File: config.mk
export PLATFORM = sky130hd
export DESIGN_NAME = binary_window_pattern_marker_unit
export DESIGN_NICKNAME = d
export VERILOG_FILES = /design/src/hw/rtl/bwpm_pkg.sv /design/src/hw/rtl/bwpm_ctrl.sv /design/src/hw/rtl/bwpm_datapath.sv /design/src/hw/rtl/binary_window_pattern_marker_unit.sv
export SDC_FILE = /design/constraint.sdc
export NUM_CORES = 1
export LEC_CHECK = 0
export ABC_AREA = 0
export BUFFER_PORTS_ARGS = -buffer_cell sky130_fd_sc_hd__buf_2
export CORE_UTILIZATION = 60
export CTS_CLUSTER_SIZE = 24
export DETAILED_ROUTE_END_ITERATION = 8
export GPL_TIMING_DRIVEN = 0
export PLACE_DENSITY_LB_ADDON = 0.05
export SYNTH_ARGS = -nofsm -noshare
export SYNTH_HDL_FRONTEND = slang
export SYNTH_SLANG_ARGS = --single-unit
File: constraint.sdc
create_clock -name clk -period 2.9 [get_ports clk]
set_input_delay 0.29 -clock clk [delete_from_list [all_inputs] [get_ports clk]]
set_output_delay 0.29 -clock clk [all_outputs]
set_load 0.02 [all_outputs]
File: src/hw/rtl/bwpm_pkg.sv
// Shared types and constants for the binary window pattern marker.
package bwpm_pkg;

  // Configuration port geometry and register indexes.
  localparam int CFG_ADDR_W = 2;
  localparam int CFG_DATA_W = 5;
  localparam logic [CFG_ADDR_W-1:0] CFG_MAP_WIDTH = 2'd0;
  localparam logic [CFG_ADDR_W-1:0] CFG_PATTERN   = 2'd1;

  // Reset values of the configuration registers.
  localparam logic [4:0] MAP_WIDTH_RST = 5'd10;
  localparam logic [3:0] PATTERN_RST   = 4'd0;

  // Narrowest row the block works with.
  localparam int MIN_COLS = 2;

  // Cell value written over a matched window.
  localparam logic [1:0] CELL_MARK = 2'd2;

  // Kind of row sweep the datapath runs.
  typedef enum logic [1:0] {
    SW_ROW,        // emit the upper row if there is one, copy lower row into upper row
    SW_MAP_UPPER,  // emit the upper row at map end
    SW_MAP_LOWER   // emit the partial lower row at map end
  } sweep_mode_t;

  // Commands from the controller to the datapath.
  typedef struct packed {
    logic        take;
    logic        window;
    logic        flush;
    logic        sweep_go;
    sweep_mode_t mode;
  } dp_cmd_t;

  // Status from the datapath to the controller.
  typedef struct packed {
    logic row_end;
    logic map_end;
    logic have_upper;
    logic sweep_busy;
  } dp_sts_t;

endpackage

File: src/hw/rtl/bwpm_ctrl.sv
// Controller state machine that sequences window checks and row sweeps.
module bwpm_ctrl (
  input  logic              clk,
  input  logic              rst_n,
  input  logic              in_valid,
  output logic              in_ready,
  input  bwpm_pkg::dp_sts_t sts,
  output bwpm_pkg::dp_cmd_t cmd
);

  typedef enum logic [2:0] {
    ST_IDLE,
    ST_WIN,
    ST_FLUSH,
    ST_UPPER,
    ST_LOWER
  } state_t;

  state_t state_r;
  state_t state_nxt;

  assign in_ready = (state_r == ST_IDLE);

  // Command decode and next state.
  always_comb begin
    cmd          = '0;
    cmd.mode     = bwpm_pkg::SW_ROW;
    state_nxt    = state_r;
    case (state_r)
      ST_IDLE: begin
        if (in_valid) begin
          cmd.take  = 1'b1;
          state_nxt = ST_WIN;
        end
      end
      ST_WIN: begin
        cmd.window = 1'b1;
        if (sts.map_end || sts.row_end) begin
          state_nxt = ST_FLUSH;
        end else begin
          state_nxt = ST_IDLE;
        end
      end
      ST_FLUSH: begin
        cmd.flush    = 1'b1;
        cmd.sweep_go = 1'b1;
        if (!sts.map_end) begin
          cmd.mode  = bwpm_pkg::SW_ROW;
          state_nxt = ST_UPPER;
        end else if (sts.have_upper) begin
          cmd.mode  = bwpm_pkg::SW_MAP_UPPER;
          state_nxt = ST_UPPER;
        end else begin
          cmd.mode  = bwpm_pkg::SW_MAP_LOWER;
          state_nxt = ST_LOWER;
        end
      end
      ST_UPPER: begin
        if (!sts.sweep_busy) begin
          if (sts.map_end) begin
            cmd.sweep_go = 1'b1;
            cmd.mode     = bwpm_pkg::SW_MAP_LOWER;
            state_nxt    = ST_LOWER;
          end else begin
            state_nxt = ST_IDLE;
          end
        end
      end
      ST_LOWER: begin
        if (!sts.sweep_busy) begin
          state_nxt = ST_IDLE;
        end
      end
      default: begin
        state_nxt = ST_IDLE;
      end
    endcase
  end

  // State register.
  always_ff @(posedge clk) begin
    if (!rst_n) begin
      state_r <= ST_IDLE;
    end else begin
      state_r <= state_nxt;
    end
  end

endmodule

File: src/hw/rtl/bwpm_datapath.sv
// Datapath with row memories, window compare, row sweep and output register.
module bwpm_datapath #(
  parameter int MAX_COLS = 16
) (
  input  logic                                clk,
  input  logic                                rst_n,
  input  bwpm_pkg::dp_cmd_t                   cmd,
  output bwpm_pkg::dp_sts_t                   sts,
  input  logic                                in_cell_bit,
  input  logic                                in_map_end,
  input  logic                                cfg_we,
  input  logic [bwpm_pkg::CFG_ADDR_W-1:0]     cfg_index,
  input  logic [bwpm_pkg::CFG_DATA_W-1:0]     cfg_data,
  output logic                                out_valid,
  input  logic                                out_ready,
  output logic [1:0]                          out_cell_value,
  output logic                                out_row_last,
  output logic                                out_run_last,
  output logic                                out_any_found
);

  localparam int CW = $clog2(MAX_COLS);
  localparam int WW = $clog2(MAX_COLS + 1);

  // Configuration registers.
  logic [4:0] map_width_r;
  logic [3:0] pattern_r;

  // Map state.
  logic [CW-1:0] col_r;
  logic          have_upper_r;
  logic          found_r;
  logic [WW-1:0] hwm_r;
  logic          bit_r;
  logic          map_end_r;
  logic [1:0]    hu_r;
  logic [1:0]    hl_r;

  // Row memories and their registered read data.
  logic [1:0]    upper_mem [MAX_COLS];
  logic [1:0]    lower_mem [MAX_COLS];
  logic [1:0]    rd_u_r;
  logic [1:0]    rd_l_r;

  // Sweep state.
  logic                  sw_act_r;
  bwpm_pkg::sweep_mode_t sw_mode_r;
  logic [WW-1:0]         sw_j_r;
  logic [WW-1:0]         sw_len_r;
  logic [WW-1:0]         sw_emit_r;
  logic                  pv_r;
  logic [CW-1:0]         pidx_r;

  // Output register.
  logic       out_valid_r;
  logic [1:0] out_value_r;
  logic       out_row_last_r;
  logic       out_run_last_r;
  logic       out_any_found_r;

  logic [WW-1:0] eff_w;
  logic [WW-1:0] col_inc;
  logic          row_end;
  logic          match;
  logic          emit_this;
  logic          last_emit;
  logic          sw_adv;
  logic          sw_more;
  logic          sw_rd;
  logic          sw_copy;
  logic          sw_end;
  logic          out_load;
  logic [1:0]    emit_value;
  logic          up_we;
  logic          lo_we;
  logic [CW-1:0] up_wa;
  logic [CW-1:0] lo_wa;
  logic [1:0]    up_wd;
  logic [1:0]    lo_wd;
  logic          rd_en;
  logic [CW-1:0] rd_a;

  // Row width clamped to the supported range.
  always_comb begin
    if (map_width_r < 5'(bwpm_pkg::MIN_COLS)) begin
      eff_w = WW'(bwpm_pkg::MIN_COLS);
    end else if (map_width_r > 5'(MAX_COLS)) begin
      eff_w = WW'(MAX_COLS);
    end else begin
      eff_w = WW'(map_width_r);
    end
  end

  assign col_inc = WW'(col_r) + WW'(1);
  assign row_end = (col_inc >= eff_w);

  // The window's left column sits in hu_r/hl_r, its right column in rd_u_r and bit_r.
  assign match = have_upper_r && (col_r != '0) &&
                 (hu_r == {1'b0, pattern_r[0]}) &&
                 (rd_u_r == {1'b0, pattern_r[1]}) &&
                 (hl_r == {1'b0, pattern_r[2]}) &&
                 (bit_r == pattern_r[3]);

  // Sweep pipeline: one memory read stage, then the output register.
  assign emit_this = pv_r && (WW'(pidx_r) < sw_emit_r);
  assign last_emit = ((WW'(pidx_r) + WW'(1)) == sw_emit_r);
  assign sw_adv    = sw_act_r && (!emit_this || !out_valid_r || out_ready);
  assign sw_more   = (sw_j_r < sw_len_r);
  assign sw_rd     = sw_adv && sw_more;
  assign sw_copy   = sw_adv && pv_r && (sw_mode_r == bwpm_pkg::SW_ROW);
  assign sw_end    = sw_adv && !sw_more;
  assign out_load  = sw_adv && emit_this;

  always_comb begin
    case (sw_mode_r)
      bwpm_pkg::SW_MAP_LOWER: emit_value = rd_l_r;
      default:                emit_value = rd_u_r;
    endcase
  end

  // Memory port selection: window write-back, row-end or map-end flush, or sweep copy.
  always_comb begin
    up_we = 1'b0;
    lo_we = 1'b0;
    up_wa = col_r;
    lo_wa = col_r;
    up_wd = hu_r;
    lo_wd = hl_r;
    if (cmd.window && (col_r != '0)) begin
      up_we = 1'b1;
      lo_we = 1'b1;
      up_wa = col_r - CW'(1);
      lo_wa = col_r - CW'(1);
      up_wd = match ? bwpm_pkg::CELL_MARK : hu_r;
      lo_wd = match ? bwpm_pkg::CELL_MARK : hl_r;
    end
    if (cmd.flush) begin
      up_we = 1'b1;
      lo_we = 1'b1;
    end
    if (sw_copy) begin
      up_we = 1'b1;
      up_wa = pidx_r;
      up_wd = rd_l_r;
    end
  end

  assign rd_en = cmd.take || sw_rd;
  assign rd_a  = cmd.take ? col_r : sw_j_r[CW-1:0];

  // Row memories.
  always_ff @(posedge clk) begin
    if (up_we) begin
      upper_mem[up_wa] <= up_wd;
    end
    if (lo_we) begin
      lower_mem[lo_wa] <= lo_wd;
    end
    if (rd_en) begin
      rd_u_r <= upper_mem[rd_a];
      rd_l_r <= lower_mem[rd_a];
    end
  end

  // Payload registers for the item and the held column.
  always_ff @(posedge clk) begin
    if (cmd.take) begin
      bit_r     <= in_cell_bit;
      map_end_r <= in_map_end;
    end
    if (cmd.window) begin
      hu_r <= match ? bwpm_pkg::CELL_MARK : rd_u_r;
      hl_r <= match ? bwpm_pkg::CELL_MARK : {1'b0, bit_r};
    end
  end

  // Configuration and map control state.
  always_ff @(posedge clk) begin
    if (!rst_n) begin
      map_width_r  <= bwpm_pkg::MAP_WIDTH_RST;
      pattern_r    <= bwpm_pkg::PATTERN_RST;
      col_r        <= '0;
      have_upper_r <= 1'b0;
      found_r      <= 1'b0;
      hwm_r        <= '0;
    end else begin
      if (cfg_we) begin
        case (cfg_index)
          bwpm_pkg::CFG_MAP_WIDTH: map_width_r <= cfg_data[4:0];
          bwpm_pkg::CFG_PATTERN:   pattern_r   <= cfg_data[3:0];
          default: ;
        endcase
      end
      if (cmd.window) begin
        if (match) begin
          found_r <= 1'b1;
        end
        if (col_inc > hwm_r) begin
          hwm_r <= col_inc;
        end
        if (!row_end && !map_end_r) begin
          col_r <= col_r + CW'(1);
        end
      end
      if (sw_end) begin
        case (sw_mode_r)
          bwpm_pkg::SW_ROW: begin
            col_r        <= '0;
            have_upper_r <= 1'b1;
          end
          bwpm_pkg::SW_MAP_LOWER: begin
            col_r        <= '0;
            have_upper_r <= 1'b0;
            found_r      <= 1'b0;
          end
          default: ;
        endcase
      end
    end
  end

  // Sweep control.
  always_ff @(posedge clk) begin
    if (!rst_n) begin
      sw_act_r <= 1'b0;
      pv_r     <= 1'b0;
    end else begin
      if (cmd.sweep_go) begin
        sw_act_r <= 1'b1;
        pv_r     <= 1'b0;
      end else if (sw_adv) begin
        pv_r <= sw_more;
        if (!sw_more) begin
          sw_act_r <= 1'b0;
        end
      end
    end
  end

  // Sweep payload: mode, bounds and read index.
  always_ff @(posedge clk) begin
    if (cmd.sweep_go) begin
      sw_mode_r <= cmd.mode;
      sw_j_r    <= '0;
      case (cmd.mode)
        bwpm_pkg::SW_ROW: begin
          sw_len_r  <= (eff_w > hwm_r) ? eff_w : hwm_r;
          sw_emit_r <= have_upper_r ? eff_w : '0;
        end
        bwpm_pkg::SW_MAP_UPPER: begin
          sw_len_r  <= eff_w;
          sw_emit_r <= eff_w;
        end
        default: begin
          sw_len_r  <= col_inc;
          sw_emit_r <= col_inc;
        end
      endcase
    end else if (sw_rd) begin
      pidx_r <= sw_j_r[CW-1:0];
      sw_j_r <= sw_j_r + WW'(1);
    end
  end

  // Output register: holds a beat until it is taken.
  always_ff @(posedge clk) begin
    if (!rst_n) begin
      out_valid_r <= 1'b0;
    end else if (out_load) begin
      out_valid_r <= 1'b1;
    end else if (out_ready) begin
      out_valid_r <= 1'b0;
    end
  end

  always_ff @(posedge clk) begin
    if (out_load) begin
      out_value_r     <= emit_value;
      out_row_last_r  <= last_emit;
      out_run_last_r  <= last_emit && (sw_mode_r != bwpm_pkg::SW_MAP_UPPER);
      out_any_found_r <= last_emit && (sw_mode_r == bwpm_pkg::SW_MAP_LOWER) && found_r;
    end
  end

  assign out_valid      = out_valid_r;
  assign out_cell_value = out_value_r;
  assign out_row_last   = out_row_last_r;
  assign out_run_last   = out_run_last_r;
  assign out_any_found  = out_any_found_r;

  // Status toward the controller.
  assign sts.row_end    = row_end;
  assign sts.map_end    = map_end_r;
  assign sts.have_upper = have_upper_r;
  assign sts.sweep_busy = sw_act_r;

endmodule

File: src/hw/rtl/binary_window_pattern_marker_unit.sv
// Top level of the binary window pattern marker: controller plus datapath.
// A cell that does not end a row is accepted with a row memory read, then gets the window
// check and write-back of the previous column. A row end adds a flush and a sweep over
// max(width, widest row seen) columns, then closes it; result stalls stretch the sweep.
// Map end adds a flush, a sweep of the upper row (if any) and one of the last row's cells.
// Reset is synchronous: map state, flags and the output valid are cleared; row memory is not.
module binary_window_pattern_marker_unit #(
  parameter int MAX_COLS = 16
) (
  input  logic                            clk,
  input  logic                            rst_n,
  input  logic                            in_valid,
  output logic                            in_ready,
  input  logic                            in_cell_bit,
  input  logic                            in_map_end,
  output logic                            out_valid,
  input  logic                            out_ready,
  output logic [1:0]                      out_cell_value,
  output logic                            out_row_last,
  output logic                            out_run_last,
  output logic                            out_any_found,
  input  logic                            cfg_valid,
  output logic                            cfg_ready,
  input  logic [bwpm_pkg::CFG_ADDR_W-1:0] cfg_index,
  input  logic [bwpm_pkg::CFG_DATA_W-1:0] cfg_data
);

  bwpm_pkg::dp_cmd_t cmd;
  bwpm_pkg::dp_sts_t sts;

  // Register writes are always taken.
  assign cfg_ready = 1'b1;

  bwpm_ctrl u_ctrl (
    .clk      (clk),
    .rst_n    (rst_n),
    .in_valid (in_valid),
    .in_ready (in_ready),
    .sts      (sts),
    .cmd      (cmd)
  );

  bwpm_datapath #(
    .MAX_COLS (MAX_COLS)
  ) u_dp (
    .clk            (clk),
    .rst_n          (rst_n),
    .cmd            (cmd),
    .sts            (sts),
    .in_cell_bit    (in_cell_bit),
    .in_map_end     (in_map_end),
    .cfg_we         (cfg_valid && cfg_ready),
    .cfg_index      (cfg_index),
    .cfg_data       (cfg_data),
    .out_valid      (out_valid),
    .out_ready      (out_ready),
    .out_cell_value (out_cell_value),
    .out_row_last   (out_row_last),
    .out_run_last   (out_run_last),
    .out_any_found  (out_any_found)
  );

endmodule

### Word level (Yosys, flattened, before mapping)

Memories as Yosys holds them, arrays and structs flattened. A register that Yosys moved wholly into a read port is not among the register bits.
Cells that the tools add are included.

* add/subtract/negate cells: 5
* multiply operators: 0
* divide/modulo/power cells: 0
* magnitude comparators: 7
* equality and inequality tests: 17
* shifts and indexed selects: 0
* muxes and demuxes: 54
* bitwise operators: 2
* reductions and logical operators: 43

Operators with widths (count)
* $mux W4: 7
* $mux W3: 8
* $mux W1: 20
* $mux W2: 10
* $mux W5: 4
* $pmux W5 S2: 2
* $logic_and A1 B1 Y1: 17
* $pmux W3 S5: 1
* $reduce_and A2 Y1: 6
* $add A4 B1 Y5 const B: 2
* $gt A5 B5 Y1: 2
* $ne A2 B2 Y1 const B: 4
* $eq A2 B1 Y1: 3
* $eq A3 B2 Y1 const B: 2
* $logic_not A2 Y1: 3
* $pmux W3 S2: 1
* $reduce_bool A2 Y1: 3
* $add A5 B1 Y5 const B: 1
* $eq A5 B5 Y1: 1
* $ge A5 B5 Y1: 1
* $gt A5 B5 Y1 const B: 1
* $logic_not A1 Y1: 5
* $lt A4 B5 Y1: 1
* $lt A5 B2 Y1 const B: 1
* 16 further kinds: 22

* register bits after elaboration: 58
* latch bits: 0
* memory bits (writable): 64
* ROM bits: 0
* input bits: 14
* logic and storage cells: 154
* memories kept: 2

Memory list
* u_dp.lower_mem: depth 16, width 2, rd ports 1, clocked after Yosys merged registers in 1, write ports 1, line bwpm_datapath.sv:41 `logic [1:0] lower_mem [MAX_COLS];`
* u_dp.upper_mem: depth 16, width 2, rd ports 1, clocked after Yosys merged registers in 1, write ports 1, line bwpm_datapath.sv:40 `logic [1:0] upper_mem [MAX_COLS];`

### Longest topological paths before layout

Gate-level depths: netlist (run 1).

* depth after elaboration: 11
* mapped depth: 11
* depth with buffers taken out: 11

### Cells and area by module

Synthesis (run 1) repeated with hierarchy kept, for this count alone.

* cells, all modules: 571
* area, all modules: 6761.5 µm²

By module, submodules not included
* bwpm_datapath: times used 1, cells an instance 534, area each 6468.7 µm²
* bwpm_ctrl: times used 1, cells an instance 35, area each 281.5 µm²
* binary_window_pattern_marker_unit: times used 1, cells an instance 2, area each 11.3 µm²

### Worst setup path after synthesis (run 1)

Ideal clock, no wire load.

* path type: register to register
* start: register u_dp.col_r[0]
* end: memory u_dp.upper_mem[9][0] (enable)
* arrival time: 2385 ps
* setup slack: 195 ps
* cell stages (with the launch flop): 10
* path buffers: 2
* cell sequence: dfxtp_1 > clkbuf_1 > inv_1 > ha_1 > buf_4 > or4b_1 > a21oi_1 > a21oi_2 > or2_1 > o22ai_1

* word-level cells in the longest chain between the ends: 7
* elaborated cells on any way between the ends: 10
* classes of those cells: 1 x add/sub; 7 x mux; 2 x reduce/logical

RTL lines
* from (decl): line bwpm_datapath.sv:30 `logic [CW-1:0] col_r;`
* from (signal assigned): line bwpm_datapath.sv:202 `col_r <= col_r + CW'(1);`
* $reduce_bool A4 Y1: line bwpm_datapath.sv:129 `if (cmd.window && (col_r != '0)) begin`
* $logic_and A1 B1 Y1: line bwpm_datapath.sv:129
* $mux W1: line bwpm_datapath.sv:129
* $mux W1: line bwpm_datapath.sv:137 `if (cmd.flush) begin`
* $mux W1: line bwpm_datapath.sv:141 `if (sw_copy) begin`
* $mux W1: line bwpm_datapath.sv:153 `if (up_we) begin`
* $mux W1 (not written as such): line bwpm_datapath.sv:154 `upper_mem[up_wa] <= up_wd;`
* to (decl): line bwpm_datapath.sv:40

Several ways; a longest one is shown, not always the timed one.

### Worst setup path in the final report (run 1)

Ends and elaborated chain as after synthesis.

==> impl_metrics.py, run 1 <==
metrics = {
    "run_status": {
        "outcome": "finished clean",
    },
    "clocking": {
        "post_cts.repair.setup_buffers": 0,
        "numCtsBuffers": 17,
        "cts.sinks": 126,
        "htreeDepth": 4,
        "clk_latency_ps": 540,
        "cts_tree": "yes",
        "clkTransAtPathRegs_ps": 60,
        "cts_root_buf": "clkbuf_8",
        "clockBufferDepth": 2,
    },
    "power_and_ir_drop": {
        "clkPwrFrac": 0.317,
        "power.total_mw": 6.42,
        "leakagePower_nw": 2.97,
        "p_comb_frac": 0.294,
        "swShare": 0.333,
        "power_density_mw_per_mm2": 842,
        "internal_power_mw": 4.28,
        "ir_drop_uv": 664,
        "share_seq_of_total_power": 0.390,
        "power.switching_mw": 2.14,
    },
    "grt": {
        "grt.overflow.total": 0,
        "grt_pass1_vias": 4774,
        "grt_pass1_wl_um": 24400,
        "grt_usage": 0.288,
        "antenna_found_initial": 0,
        "grt_max_degree": 19,
    },
    "drt": {
        "drt_wl_total_um": 15200,
        "vias_per_cell": 6.08,
        "drc": 0,
        "wl_per_cell_um": 18.5,
        "drtPass1Iterations": 5,
        "via_count": 4989,
        "drt-initial-drc-count": 503,
        "ant_nets": 0,
    },
    "logic_synthesis": {
        "yosysSeqAreaShare": 0.522,
        "synth_compound_area_frac": 0.120,
        "yosys.area_share.simple": 0.184,
        "synth_area_per_cell_um2": 10.6,
        "async_flop_share": 0,
        "syn_area_mm2": 0.00665,
        "ys_types": 76,
        "ys_top_cells_by_area": "edfxtp_1, dfxtp_1, ha_1, nand2_1, mux2i_1",
        "synth_top_family_by_area": "simple AND/OR/NAND/NOR gates",
        "netlist_instances": 625,
        "yosysMostFrequentCell": "edfxtp_1",
        "synth_common_cells": "edfxtp_1, nand2_1, nor2_1",
        "synth_area_leader_cell": "edfxtp_1",
        "synthAdderAreaFrac": 0.0508,
        "synth_flop_cell": "edfxtp_1",
        "yosysWarningCount": 0,
        "synth_top_cell_area_share": 0.429,
        "synth_edf_count": 95,
        "synth_mux_area_frac": 0.0636,
        "synth_fp_nets": 666,
        "synth_xor_area_frac": 0.0171,
        "synth_seq_cells": 126,
    },
    "placed_design": {
        "place_area_mm2": 0.00694,
        "pre_cts_slack_ps": -439,
        "dpl.cell_count": 786,
        "dp_hpwl_um": 11200,
        "portBuffers": 20,
        "gp_congestion": 0.901,
    },
    "timing": {
        "tightest_slew_ps": 1060,
        "final-max-slew-violation-count": 0,
        "timing.slew.headroom": 0.291,
        "period_minus_slack_ps": 2840,
        "max_freq_mhz": 352,
        "setup_viol": 0,
        "fin_crit_sh": 0.980,
        "holdWs_ps": 13.6,
        "timing.setup.tns_ps": 0,
        "skew_ps": 5.24,
        "hold_viol": 0,
        "layout_setup_ws_ps": 57.4,
    },
    "setup_path": {
        "crit_path_start_kind": "register",
        "arrival_ps": 3070,
        "rrSetupSlack_ps": 60,
        "critPathRequiredTime_ps": 3130,
        "critical_path_class": "register to register",
        "critPathCaptureType": "register",
        "crit_fanout": 10,
    },
    "layout": {
        "diodes": 0,
        "area_growth_pct": 14.6,
        "drive_gt1_frac": 0.163,
        "instances_no_fill": 821,
        "fin_util": 0.703,
        "final_area_mm2": 0.00763,
        "fin_nets": 709,
    },
    "floorplanning": {
        "fp.dieW_um": 107,
        "row_count": 38,
        "fp.dieArea_mm2": 0.0115,
        "die_y_um": 107,
        "ios": 22,
        "core_area_mm2": 0.0108,
        "start_util": 0.614,
    },
    "min_path": {
        "min_path_type": "input pin to register",
    },
    "flow_run": {
        "maxCapViolCount": 0,
    },
}
## layout make-up
| class | count | area (um^2) |
|---|---|---|
| Timing Repair Buffer | 25 | 148 |
| Tap cell | 140 | 175 |
| Sequential cell | 126 | 3470 |
| Inverter | 32 | 125 |
| Clock inverter | 14 | 150 |
| Clock buffer | 18 | 418 |
| Fill cell | 814 | 3210 |
| Multi-Input combinational cell | 444 | 2980 |
| Buffer | 22 | 151 |
## routing by layer
layer  part of all wire  wire length (um)  vias up  track usage
li1                   -                 -     2387            -
met1               0.43              6620     2392        0.399
met2               0.47              7160      192        0.445
met3              0.082              1240       18       0.0672
met4              0.013               197        0        0.101
met5                  0                 0        -            0
## power groups by stage
stage	clock network [mW]	registers, mW	logic, mW
after global placement	0	2.52	1.75
after detailed placement	0	2.53	1.82
after CTS	2.05	2.49	1.84
after floorplan	0	2.44	1.38
after global routing	2.14	2.52	2.08
final	2.03	2.50	1.88
## layout by cell type, fill, tap and decap left out, drive strengths merged, types with 24 or more instances in the layout
cell type,count
o21ai,25
mux2i,32
nor2,49
clkbuf,24
nand3,43
ha,27
edfxtp,95
inv,32
nand2,82
dfxtp,31
buf,37
## worst max-delay path, stage by stage (launching register included)
cell	delay (ps)
dfxtp_2	460
buf_4	230
inv_1	120
ha_1	210
buf_4	170
or4b_1	460
a21oi_1	190
a21oi_2	90
or2_1	330
o22ai_2	260
## final timing paths
check,startpoint,endpoint,cells past startpoint
max,u_dp.col_r[0],u_dp.upper_mem[9][0],9
min,cfg_data[4],u_dp.map_width_r[4],3
max reg2reg,u_dp.col_r[0],u_dp.upper_mem[9][0],9
min reg2reg,u_dp.hwm_r[1],u_dp.hwm_r[1],2
## flip-flops by register name (all words and copies together) (netlist names), 2 cells and up
signal	cells
u_dp.sw_emit_r	5
u_dp.sw_len_r	5
u_ctrl.state_r	3
u_dp.upper_mem	32
u_dp.sw_j_r	5
u_dp.rd_u_r	2
u_dp.rd_l_r	2
u_dp.pattern_r	4
u_dp.hwm_r	5
u_dp.pidx_r	4
u_dp.sw_mode_r	2
u_dp.lower_mem	32
u_dp.out_cell_value	2
u_dp.hu_r	2
u_dp.map_width_r	5
u_dp.hl_r	2
u_dp.col_r	4
## cells by family after synthesis
family	after synthesis
other	1
AOI/OAI and AO/OA	115
DFF	126
muxes	39
xor gates and xnor gates	13
buffers and inverters	55
adders and majority gates	27
and+or+nand+nor	249
## what timing repair did
item | in CTS | in global routing
gates resized for setup | 7 | 13
endpoints found under the hold margin | 4 | 0
hold buffers | 4 | 0
setup endpoints to repair | 112 | 60
No activity file was read; power rests on OpenSTA's default activity.
==> inputs of run 2 (changes only) <==
REMOVE_ABC_BUFFERS = 1   (was default)
==> run 2 against run 1 <==
Net effect: via count fell by 1.0%; worst setup slack improved by 110 ps; final area is 1.7% lower; worst hold slack better by 5.2 ps; highest routed layer unchanged; first-iteration DRC count down 1.6%.
==> impl_metrics.py, run 2 (synthesis results as in run 1) <==
metrics = {
    "power_and_ir_drop": {
        "power.switching_mw": 2.14,
        "ir_drop_uv": 503,
        "clkPwrFrac": 0.320,
        "power.total_mw": 6.37,
        "power_density_mw_per_mm2": 850,
        "leakagePower_nw": 2.90,
        "p_comb_frac": 0.282,
        "share_seq_of_total_power": 0.399,
        "internal_power_mw": 4.23,
        "swShare": 0.336,
    },
    "layout": {
        "fin_nets": 690,
        "area_growth_pct": 12.7,
        "fin_util": 0.691,
        "drive_gt1_frac": 0.142,
        "diodes": 0,
        "mostFrequentLayoutCells": "edfxtp_1, nand2_1, nor2_1",
        "layout_commonest_cell": "edfxtp_1",
        "top_regs": "u_dp.lower_mem (32), u_dp.upper_mem (32)",
    },
    "grt": {
        "grt_max_degree": 24,
        "grt_pass1_vias": 4668,
        "antenna_found_initial": 0,
        "grt.overflow.total": 0,
        "grt_usage": 0.282,
        "grt_pass1_wl_um": 24100,
    },
    "setup_path": {
        "rr_endpoint": "u_dp.upper_mem[1][0]",
        "crit_path_start_kind": "register",
        "critPathCaptureType": "register",
        "crit_fanout": 16,
        "rrSetupSlack_ps": 170,
        "critical_path_class": "register to register",
        "ff2ff_path_depth": 7,
        "arrival_ps": 2950,
        "critPathRequiredTime_ps": 3120,
        "r2r-start": "u_dp.pidx_r[1]",
    },
    "drt": {
        "drt_wl_total_um": 15000,
        "vias_per_cell": 6.16,
        "drc": 0,
        "via_count": 4937,
        "ant_nets": 0,
        "drtPass1Iterations": 5,
        "drt-initial-drc-count": 495,
        "wl_per_cell_um": 18.7,
    },
    "timing": {
        "period_minus_slack_ps": 2730,
        "hold_viol": 0,
        "final-max-slew-violation-count": 0,
        "setup_viol": 0,
        "fin_crit_sh": 0.941,
        "tightest_slew_ps": 1040,
        "timing.slew.headroom": 0.302,
        "skew_ps": 6.81,
        "timing.setup.tns_ps": 0,
        "max_freq_mhz": 366,
        "rsz0062_at_grt": "false",
    },
    "floorplanning": {
        "row_count": 38,
        "start_util": 0.614,
        "fp.dieArea_mm2": 0.0115,
        "ios": 22,
        "die_y_um": 107,
        "core_area_mm2": 0.0108,
        "fp.dieW_um": 107,
    },
    "min_path": {
        "hold_start": "cfg_data[4]",
        "hold_path_end": "u_dp.map_width_r[4]",
        "min_path_cells": 3,
        "min_path_type": "input pin to register",
    },
    "run_status": {
        "outcome": "finished clean",
    },
    "clocking": {
        "clkTransAtPathRegs_ps": 60,
        "cts.sinks": 126,
        "cts_tree": "yes",
        "htreeDepth": 4,
        "numCtsBuffers": 17,
        "cts_root_buf": "clkbuf_8",
        "clk_latency_ps": 530,
        "clockBufferDepth": 2,
    },
    "placed_design": {
        "dp_hpwl_um": 10700,
        "portBuffers": 20,
        "gp_congestion": 0.856,
    },
    "flow_run": {
        "maxCapViolCount": 0,
    },
}
-- run 2: cell types whose count changed in the layout (fill, tap and decap cells not counted), sizes merged --
| cell | change |
|---|---|
| buf | -13 |
| clkbuf | -7 |
| clkinv | -1 |
| clkinvlp | +1 |
-- run 2: per-stage QoR --
step | std cells | instance area [um^2] | setup slack [ps] | hold slack [ps]
3_5_place_dp | 764 | 6810 | -296 | 468
6_report | 801 | 7490 | 171 | 18.8
5_1_grt | 801 | 7490 | 15.3 | 50.6
2_1_floorplan | 602 | 6500 | -7.37 | 352
3_3_place_gp | 762 | 6780 | -801 | 467
4_1_cts | 799 | 7430 | 31.5 | 7.35
-- run 2: worst max-delay path, cell delays in order (launching register included) --
cell and delay, ps:
edfxtp_1 500, ha_1 320, nor2b_1 130, o21ai_0 90, a21oi_1 320, o21a_2 310, nand2_1 240, mux2_2 490
-- run 2: how the worst max path moves through the flow --
stage                                        to           startpoint  depth (start not counted)  slack, ps
after floorplan                  u_dp.rd_l_r[0]    u_ctrl.state_r[2]                          6         -7
after global placement           u_dp.rd_l_r[1]    u_ctrl.state_r[2]                          6       -800
after detailed placement          u_dp.hwm_r[0]        u_dp.col_r[0]                          9       -300
after CTS                         u_dp.col_r[3]  u_dp.map_width_r[2]                          9         30
after global routing      u_dp.upper_mem[11][1]       u_dp.pidx_r[1]                          7         20
final                      u_dp.upper_mem[1][0]       u_dp.pidx_r[1]                          7        170
-- run 2: metal layers --
metal	track usage	up-vias	part of all wire
met5	0	-	0
met4	0.116	0	0.024
met3	0.0605	33	0.067
met2	0.454	214	0.47
met1	0.372	2331	0.44
li1	-	2359	-
-- run 2: layout make-up --
| class | instances | area [um^2] |
|---|---|---|
| Clock buffer | 17 | 414 |
| Clock inverter | 14 | 151 |
| Fill cell | 808 | 3350 |
| Inverter | 32 | 125 |
| Multi-Input combinational cell | 444 | 2960 |
| Sequential cell | 126 | 3480 |
| Tap cell | 140 | 175 |
| Timing Repair Buffer | 28 | 186 |
-- run 2: what timing repair did --
| action | 4_1_cts | 5_1_grt |
|---|---|---|
| setup buffers | 0 | 2 |
| endpoints found under the hold margin | 4 | 0 |
| resized for setup | 6 | 8 |
| hold buffers | 4 | 0 |
| endpoints found under the setup margin | 92 | 56 |
| pin swaps | 0 | 0 |
-- run 2: power groups by stage --
stage / clock network, mW / registers [mW] / logic, mW
3_5_place_dp: 0 / 2.56 / 1.72
6_report: 2.04 / 2.54 / 1.80
2_1_floorplan: 0 / 2.47 / 1.27
4_1_cts: 2.05 / 2.53 / 1.75
5_1_grt: 2.12 / 2.57 / 1.99
3_3_place_gp: 0 / 2.55 / 1.63
